<file path="src/hw/rtl/flow_log_table_macros.svh">
// assertion helpers used by the top-level rtl file flow_log_table.sv
`ifndef FLOW_LOG_TABLE_MACROS_SVH
`define FLOW_LOG_TABLE_MACROS_SVH

// same-cycle implication, held off while in reset
`define FLT_ASSERT_IMP(label, clk, rst_n, ante, cons, msg) \
    label: assert property (@(posedge clk) disable iff (!rst_n) (ante) |-> (cons)) \
        else $error(msg);

// next-cycle implication, held off while in reset
`define FLT_ASSERT_NXT(label, clk, rst_n, ante, cons, msg) \
    label: assert property (@(posedge clk) disable iff (!rst_n) (ante) |=> (cons)) \
        else $error(msg);

`endif

</file>
<file path="src/hw/rtl/flt_pkg.sv">
`default_nettype none

package flt_pkg;

    typedef enum logic [1:0] {
        KIND_LOG   = 2'd0,
        KIND_READ  = 2'd1,
        KIND_CLEAR = 2'd2
    } kind_t;

    typedef enum logic [2:0] {
        ST_UPDATED  = 3'd0,
        ST_APPENDED = 3'd1,
        ST_FULL     = 3'd2,
        ST_READ_OK  = 3'd3,
        ST_UNUSED   = 3'd4,
        ST_CLEARED  = 3'd5
    } status_t;

    typedef enum logic [1:0] {
        BK_IDLE,
        BK_SCAN,
        BK_READ,
        BK_RESP
    } bk_state_t;

    // one decoded request as it sits in the queue
    typedef struct packed {
        kind_t              kind;
        logic [31:0]        stamp;
        logic [7:0]         proto;
        logic [7:0]         verdict;
        logic [31:0]        source_addr;
        logic [31:0]        dest_addr;
        logic [15:0]        source_port;
        logic [15:0]        dest_port;
        logic signed [7:0]  why;
        logic [31:0]        first_count;
        logic [7:0]         read_index;
    } cmd_t;

    // one table row as it sits in the ram
    typedef struct packed {
        logic [31:0]        source_addr;
        logic [31:0]        dest_addr;
        logic [15:0]        source_port;
        logic [15:0]        dest_port;
        logic [7:0]         proto;
        logic [31:0]        stamp;
        logic [7:0]         verdict;
        logic signed [7:0]  why;
        logic [31:0]        hit_count;
    } entry_t;

    typedef struct packed {
        logic full;
        logic empty;
    } q_stat_t;

    localparam int QUEUE_DEPTH = 2;

endpackage

`default_nettype wire

</file>
<file path="src/hw/rtl/flt_queue.sv">
`default_nettype none

module flt_queue
    import flt_pkg::*;
(
    input  wire logic clk,
    input  wire logic rst_n,
    input  wire logic push,
    input  cmd_t      push_data,
    input  wire logic pop,
    output cmd_t      pop_data,
    output q_stat_t   stat
);

    localparam int PW = (QUEUE_DEPTH > 1) ? $clog2(QUEUE_DEPTH) : 1;
    localparam int NW = $clog2(QUEUE_DEPTH + 1);

    cmd_t            slot_reg [QUEUE_DEPTH];
    logic [PW-1:0]   wr_ptr_reg, wr_ptr_next;
    logic [PW-1:0]   rd_ptr_reg, rd_ptr_next;
    logic [NW-1:0]   fill_reg, fill_next;
    logic            do_push, do_pop;

    assign stat.full  = (fill_reg == NW'(QUEUE_DEPTH));
    assign stat.empty = (fill_reg == '0);
    assign do_push    = push && !stat.full;
    assign do_pop     = pop && !stat.empty;
    assign pop_data   = slot_reg[rd_ptr_reg];

    always_comb
    begin
        wr_ptr_next = wr_ptr_reg;
        rd_ptr_next = rd_ptr_reg;
        fill_next   = fill_reg;
        if (do_push)
        begin
            wr_ptr_next = (wr_ptr_reg == PW'(QUEUE_DEPTH - 1)) ? '0 : wr_ptr_reg + 1'b1;
        end
        if (do_pop)
        begin
            rd_ptr_next = (rd_ptr_reg == PW'(QUEUE_DEPTH - 1)) ? '0 : rd_ptr_reg + 1'b1;
        end
        if (do_push && !do_pop)
        begin
            fill_next = fill_reg + 1'b1;
        end
        else if (do_pop && !do_push)
        begin
            fill_next = fill_reg - 1'b1;
        end
    end

    always_ff @(posedge clk or negedge rst_n)
    begin
        if (!rst_n)
        begin
            wr_ptr_reg <= '0;
            rd_ptr_reg <= '0;
            fill_reg   <= '0;
        end
        else
        begin
            wr_ptr_reg <= wr_ptr_next;
            rd_ptr_reg <= rd_ptr_next;
            fill_reg   <= fill_next;
        end
    end

    always_ff @(posedge clk)
    begin
        if (do_push)
        begin
            slot_reg[wr_ptr_reg] <= push_data;
        end
    end

endmodule

`default_nettype wire

</file>
<file path="config.mk">
export PLATFORM = sky130hd
export DESIGN_NAME = flt_queue
export DESIGN_NICKNAME = d
export VERILOG_FILES = /design/src/hw/rtl/flow_log_table_macros.svh /design/src/hw/rtl/flt_pkg.sv /design/src/hw/rtl/flt_queue.sv
export SDC_FILE = /design/constraint.sdc
export NUM_CORES = 1
export LEC_CHECK = 0
export ABC_CLOCK_PERIOD_IN_PS = 10600
export CAP_MARGIN = 0
export CORE_MARGIN = 2
export CORE_UTILIZATION = 30
export CTS_CLUSTER_SIZE = 25
export DETAILED_ROUTE_END_ITERATION = 8
export DONT_BUFFER_PORTS = 1
export PLACE_DENSITY_LB_ADDON = 0.08
export SLEW_MARGIN = 0
export SYNTH_ARGS = -nofsm -noshare
export SYNTH_HDL_FRONTEND = slang
export SYNTH_SLANG_ARGS = --single-unit
</file>
<file path="constraint.sdc">
create_clock -name clk -period 10.6 [get_ports clk]
set_clock_uncertainty 0.05 [all_clocks]
set_input_delay 2.12 -clock clk [delete_from_list [all_inputs] [get_ports clk]]
set_output_delay 2.12 -clock clk [all_outputs]
set_load 0.05 [all_outputs]
</file>
==> key figures, run 1 <==
Global route
  – First-pass GRT wire length: 43.0 mm
  – Vias in the first global route: 6,228
  – Grt ovf: 0
  – Total global routing track utilization: 11.7%
  – Initial antenna violation count: 1
  – Largest net degree at the start of global routing: 86

Clocking
  – CTS tree: built
  – Clk sinks: 392
  – Hold_buf cts: 0
  – Clock transition at path regs: 0.06 ns
  – CTS max path bufs: 3
  – Total setup buffers inserted after CTS: 0
  – Clock root buffer: clkbuf_16
  – Clk_lat worst skew: 0.54 ns
  – Cts bufs inserted: 44
  – CTS resizes: 0
  – H-tree lvl count: 2

Logic synthesis
  – Top cells by count, synth: edfxtp_1, mux2_4, mux2_2
  – Ys flop type: edfxtp_1
  – Synthesized flop and latch total: 392
  – Yosys warnings: 0
  – Yosys top cell area share: 78.6%
  – Most numerous cell in the Yosys netlist: edfxtp_1
  – Post-Synthesis Cell Area: 14,800 sq um
  – Library cells used by synthesis: 15
  – Synth top area cells: edfxtp_1, mux2_4, mux2_2, buf_6, dfrtp_1
  – Syn_area_per_cell: 23.8 sq um
  – Sequential element share of the synthesized area: 79.3%
  – Post-synth ARST share: 1.02%
  – Cell taking the most area after synthesis: edfxtp_1
  – Syn Inst Count: 623
  – Net Count, Synth: 822
  – Post-synth EDFFs: 388

Worst setup path
  – Critical Path RT: 8.43 ns
  – Crit-path leading delay family: flip-flops
  – Crit path max fanout: 57
  – Setup crit start kind: flip-flop
  – Worst Path Arrival: 2.93 ns
  – CP Cell Sequence: buf_4, mux2_2
  – CP Buf/Inv Count: 1
  – Critical-path top delay cell: dfrtp_4
  – Setup crit end kind: primary output
  – Critical path class: flip-flop to primary output
  – Max incr delay on CP: 0.87 ns

STA
  – Tcrit/Tclk final: 48.2%
  – Final Max Slew Viols: 0
  – Fmax: 196 MHz
  – Final Hold Violating Endpoints: 0
  – Sum of negative setup slack: 0 ns
  – Worst Tran Pin Value: 1.21 ns
  – Slew HR: 19.2%
  – RSZ-0062 raised after global routing: no
  – Endpoints failing setup: 0
  – Final Critical Period: 5.10 ns

Detailed routing
  – Vias: 5,819
  – DRT Pass-1 Iters: 4
  – DR vias/cell: 4.30
  – WL final: 31.2 mm
  – Post-route ant nets: 0
  – Starting DRT DRC Count: 312
  – DRC Markers: 0
  – Routed len/inst: 23.0 um

Floorplan
  – Core region area: 48,800 sq um
  – Die Width: 226 um
  – Starting Density: 30.3%
  – Die Area: 51,200 sq um
  – Die Y: 226 um
  – Io pins: 394
  – FP Rows: 81

Run
  – Max Cap Viol: 0

Placed design
  – Dpl cell area: 15,500 sq um
  – HPWL Detailed: 21.4 mm
  – I/O Buffers: 0
  – Routability cong.: 0.689

Pwr
  – P_leak: 0.00582 uW
  – Worst vdd ir: 186 uV
  – Pwr Density: 359 nW/um^2

Cells and area
  – Final #Nets: 854
  – Area Growth Syn to Fin: 13.9%
  – Finished layout cell area: 16,900 sq um
  – Layout cell share with drive strength beyond 1: 38.4%
  – Fill count: 4,575
  – N_diodes: 0
  – Max FFs per register: 388

Status
  – Status: complete, no violations

Worst hold path
  – Hold WC Path Type: flip-flop to flip-flop
==> cell usage in the layout, fill, tap and decap left out <==
master,Yosys,final
clkinvlp_4,0,1
xor2_1,2,2
clkinv_2,0,7
clkbuf_8,0,1
inv_1,2,2
bufinv_16,0,3
edfxtp_1,388,388
nand2b_1,1,1
mux2_2,44,44
xnor2_1,3,3
and3_4,0,1
clkinv_1,0,9
dfrtp_1,4,3
mux2_4,150,150
clkbuf_16,0,45
ha_1,1,1
inv_6,0,3
o21ai_0,1,1
nor2_1,3,2
clkbuf_1,0,12
nor2_4,0,1
dfrtp_4,0,1
nand2_1,1,1
buf_4,0,8
==> where the power goes <==
| group | internal [uW] | switching (uW) |
|---|---|---|
| Clock | 859 | 574 |
| Combinational | 599 | 1790 |
| Sequential | 2130 | 120 |
| Total | 3580 | 2480 |
==> through the flow <==
step	instances	utilization [%]	hold slack (ns)	total power, uW	worst slack, ns
after floorplan	623	-	0.429	4500	2.83
after detailed placement	1273	31.7	0.476	4710	5.98
after CTS	1354	34.6	0.492	6170	5.37
after global routing	1354	34.6	0.498	6300	5.29
final	1354	34.6	0.488	6070	5.50
after global placement	1273	31.7	0.453	4680	6.03
==> final timing paths <==
kind / startpoint / to / slack, ns / cells after the start
worst max-delay path: rd_ptr_reg$_DFFE_PN0P_ / pop_data[192] / 5.50 / 2
worst min-delay path: fill_reg[1]$_DFFE_PN0P_ / fill_reg[1]$_DFFE_PN0P_ / 0.49 / 1
worst max register to register: fill_reg[0]$_DFFE_PN0P_ / slot_reg[0][32]$_DFFE_PP_ / 7.68 / 4
worst min register to register: fill_reg[1]$_DFFE_PN0P_ / fill_reg[1]$_DFFE_PN0P_ / 0.49 / 1
max in group asynchronous: rst_n / rd_ptr_reg$_DFFE_PN0P_ / 9.21 / 0
min in group asynchronous: rst_n / fill_reg[1]$_DFFE_PN0P_ / 1.21 / 0
==> routing by layer <==
layer	routed length (um)	vias to the layer above	track usage (%)
li1	-	2555	-
met1	10300	2974	11.4
met2	16100	235	20.3
met3	3950	53	6.74
met4	736	2	4.48
met5	13	-	0
==> logic make-up after synthesis <==
kind of cell | count (synthesis) | synth area share, %
adders and majority gates | 1 | 0.0844
buffers and inverters | 24 | 1.55
and+or+nand+nor | 6 | 0.186
DFF | 392 | 79.3
AOI/OAI and AO/OA | 1 | 0.0337
muxes | 194 | 18.5
xor gates and xnor gates | 5 | 0.296
==> cell type report <==
type / instances / area [sq um] / share of cell area [%]
Timing Repair Buffer: 8 / 60.1 / 0.356
Sequential cell: 392 / 11800 / 69.6
Inverter: 2 / 7.51 / 0.0445
Clock buffer: 58 / 1180 / 7.02
Clock inverter: 23 / 193 / 1.14
Multi-Input combinational cell: 207 / 2850 / 16.9
Tap cell: 664 / 831 / 4.92
No activity file was read; power rests on OpenSTA's default activity.
==> inputs of run 2 (changes only) <==
--- a/config.mk
+++ b/config.mk
@@ -5,7 +5,8 @@
 export SDC_FILE = /design/constraint.sdc
 export NUM_CORES = 1
 export LEC_CHECK = 0
-export ABC_CLOCK_PERIOD_IN_PS = 10600
+export ABC_AREA = 1
+export ABC_CLOCK_PERIOD_IN_PS = 4400
 export CAP_MARGIN = 0
 export CORE_MARGIN = 2
 export CORE_UTILIZATION = 30
==> constraint.sdc (replaced) <==
create_clock -name clk -period 4.4 [get_ports clk]
set_clock_uncertainty 0.05 [all_clocks]
set_input_delay 0.88 -clock clk [delete_from_list [all_inputs] [get_ports clk]]
set_output_delay 0.88 -clock clk [all_outputs]
set_load 0.05 [all_outputs]
==> key figures, run 2 <==
Clocking
  – Clock transition at path regs: 0.06 ns
  – Clk_lat worst skew: 0.55 ns
  – CTS max path bufs: 3
  – Clock root buffer: clkbuf_16
  – H-tree lvl count: 2
  – CTS tree: built
  – Clk sinks: 392
  – Total setup buffers inserted after CTS: 0
  – Cts bufs inserted: 45

Worst setup path
  – R2R Path End: slot_reg[0][179]$_DFFE_PP_
  – Origin of the critical flop-to-flop path: fill_reg[0]$_DFFE_PN0P_
  – Critical Path RT: 3.47 ns
  – Crit path max fanout: 78
  – Setup crit end kind: primary output
  – Setup crit start kind: flip-flop
  – R2r setup slk: 1.64 ns
  – Worst Path Arrival: 2.62 ns
  – Critical path class: flip-flop to primary output
  – FF-to-FF path depth: 6

STA
  – Worst Tran Pin Value: 1.04 ns
  – Final Hold Violating Endpoints: 0
  – RSZ-0062 raised after global routing: no
  – Endpoints failing setup: 0
  – Fmax: 281 MHz
  – Final Critical Period: 3.55 ns
  – Tcrit/Tclk final: 80.8%
  – Hold WS: 0.370 ns
  – Slew HR: 30.4%
  – Sum of negative setup slack: 0 ns
  – Final Max Slew Viols: 0

Floorplan
  – Io pins: 394
  – Die Width: 223 um
  – Die Y: 223 um
  – Starting Density: 30.3%
  – FP Rows: 80
  – Core region area: 47,500 sq um
  – Die Area: 49,800 sq um

Placed design
  – Placed Instances: 1,628
  – HPWL Detailed: 21.9 mm
  – Routability cong.: 0.729
  – Dpl cell area: 15,000 sq um
  – I/O Buffers: 0

Logic synthesis
  – Post-synth ARST share: 1.02%
  – Simple-Gate Fraction of Synth Area: 15.6%
  – Net Count, Synth: 1,244
  – Yosys top cell area share: 80.9%
  – Post-synthesis mux area share: 0%
  – Main combinational cell family by area after synthesis: simple AND/OR/NAND/NOR gates
  – Synth Area in Compound Gates: 0.0695%
  – Yosys warnings: 0
  – Post-synthesis adder-cell area fraction: 0.0868%
  – Post-synth EDFFs: 388
  – Syn Inst Count: 1,045
  – Synthesized flop and latch total: 392
  – Post-Synth XOR/XNOR Area: 0.0608%
  – Syn_area_per_cell: 13.8 sq um
  – Library cells used by synthesis: 15
  – Sequential element share of the synthesized area: 81.6%
  – Post-Synthesis Cell Area: 14,400 sq um
  – Ys flop type: edfxtp_1
  – Cell taking the most area after synthesis: edfxtp_1
  – Most numerous cell in the Yosys netlist: nand2_1
  – Top cells by count, synth: nand2_1, edfxtp_1, buf_2
  – Synth top area cells: edfxtp_1, nand2_1, buf_6, dfrtp_1, buf_2

Detailed routing
  – Post-route ant nets: 0
  – WL final: 35.3 mm
  – Vias: 7,376
  – Starting DRT DRC Count: 442
  – DR vias/cell: 4.33
  – DRC Markers: 0
  – Routed len/inst: 20.7 um
  – DRT Pass-1 Iters: 4

Cells and area
  – Post-route insts no fill: 1,704
  – Most frequent cells in the layout: nand2_1, edfxtp_1, clkbuf_16
  – Finished layout cell area: 16,500 sq um
  – Max FFs per register: 388
  – Layout cell share with drive strength beyond 1: 7.81%
  – Final #Nets: 1,260
  – N_diodes: 0
  – Area Growth Syn to Fin: 14.4%
  – Fill count: 4,511
  – Commonest non-fill, non-tap cell in the layout: nand2_1

Worst hold path
  – Start point of the worst hold path: push_data[49]
  – Hold Path End: slot_reg[0][49]$_DFFE_PP_
  – Hold WC Path Type: primary input to flip-flop
  – Hold depth: 0

Global route
  – GRT busiest layer: met2
  – Grt met2 use: 20.9%
  – Initial antenna violation count: 2
  – M1 GR Usage: 16.3%
  – Largest net degree at the start of global routing: 196
  – First-pass GRT wire length: 49.8 mm
  – Total global routing track utilization: 13.8%
  – Grt ovf: 0
  – Vias in the first global route: 7,141
  – Routing usage on met3: 7.99%

Status
  – Status: complete, no violations

Run
  – Max Cap Viol: 0
run 2: changes by cell type in the layout (fill, tap and decap cells not counted), moves of 3 or more:
cell,change
mux2_2,-44
clkinvlp_4,+3
inv_1,+3
buf_4,-4
clkbuf_1,-8
buf_12,+7
nand2_1,+590
clkbuf_8,+4
mux2_4,-150
clkinv_1,-5
run 2: logic make-up after synthesis:
| family | Yosys count |
|---|---|
| AOI/OAI and AO/OA | 2 |
| xor gates and xnor gates | 1 |
| adders and majority gates | 1 |
| buffers and inverters | 51 |
| DFF | 392 |
| and+or+nand+nor | 598 |
run 2: how the worst max path moves through the flow:
stage | startpoint | end | slack, ns
after floorplan | push | slot_reg[0][0]$_DFFE_PP_ | 0.0003
after global placement | rd_ptr_reg$_DFFE_PN0P_ | pop_data[21] | 1.36
after detailed placement | rd_ptr_reg$_DFFE_PN0P_ | pop_data[21] | 1.37
after CTS | rd_ptr_reg$_DFFE_PN0P_ | pop_data[21] | 0.75
after global routing | rd_ptr_reg$_DFFE_PN0P_ | pop_data[21] | 0.68
final | rd_ptr_reg$_DFFE_PN0P_ | pop_data[21] | 0.85
run 2: worst max-delay path, cell delays in order (launching register included):
cell and delay (ns):
dfrtp_4 0.51, inv_6 0.49, buf_12 0.35, nand2_1 0.18, nand2_1 0.40
run 2: repair_timing:
action                    in CTS  in global routing
hold endpoints to repair       4                  0
hold buffers                   1                  0
resized for setup              0                  0
run 2: final cells by class:
| class | instances | area [sq um] | area share [%] |
|---|---|---|---|
| sequential | 392 | 11800 | 71.3 |
| multi-input combinational | 602 | 2300 | 14.0 |
| clock buffer | 54 | 1210 | 7.34 |
| tap | 615 | 769 | 4.67 |
| clock inverter | 21 | 236 | 1.43 |
| timing repair buffer | 12 | 180 | 1.09 |
| inverter | 8 | 38.8 | 0.235 |
run 2: metal layers:
layer  wire (um)  vias up
met1       13600     3462
met2       16100      291
met5          31        -
met3        4810       55
li1            -     3564
met4         767        4
run 2: per-stage QoR:
stage               utilization [%]  setup WS [ns]
floorplan                         -       0.000278
global placement               31.6           1.36
detailed placement             31.6           1.37
CTS                            34.7          0.747
global route                   34.7          0.685
finish                         34.7          0.846
Power of run 2 is left out: the tool's default activity adds up to more than one toggle a clock period on the data nets, which glitch-free logic cannot reach.
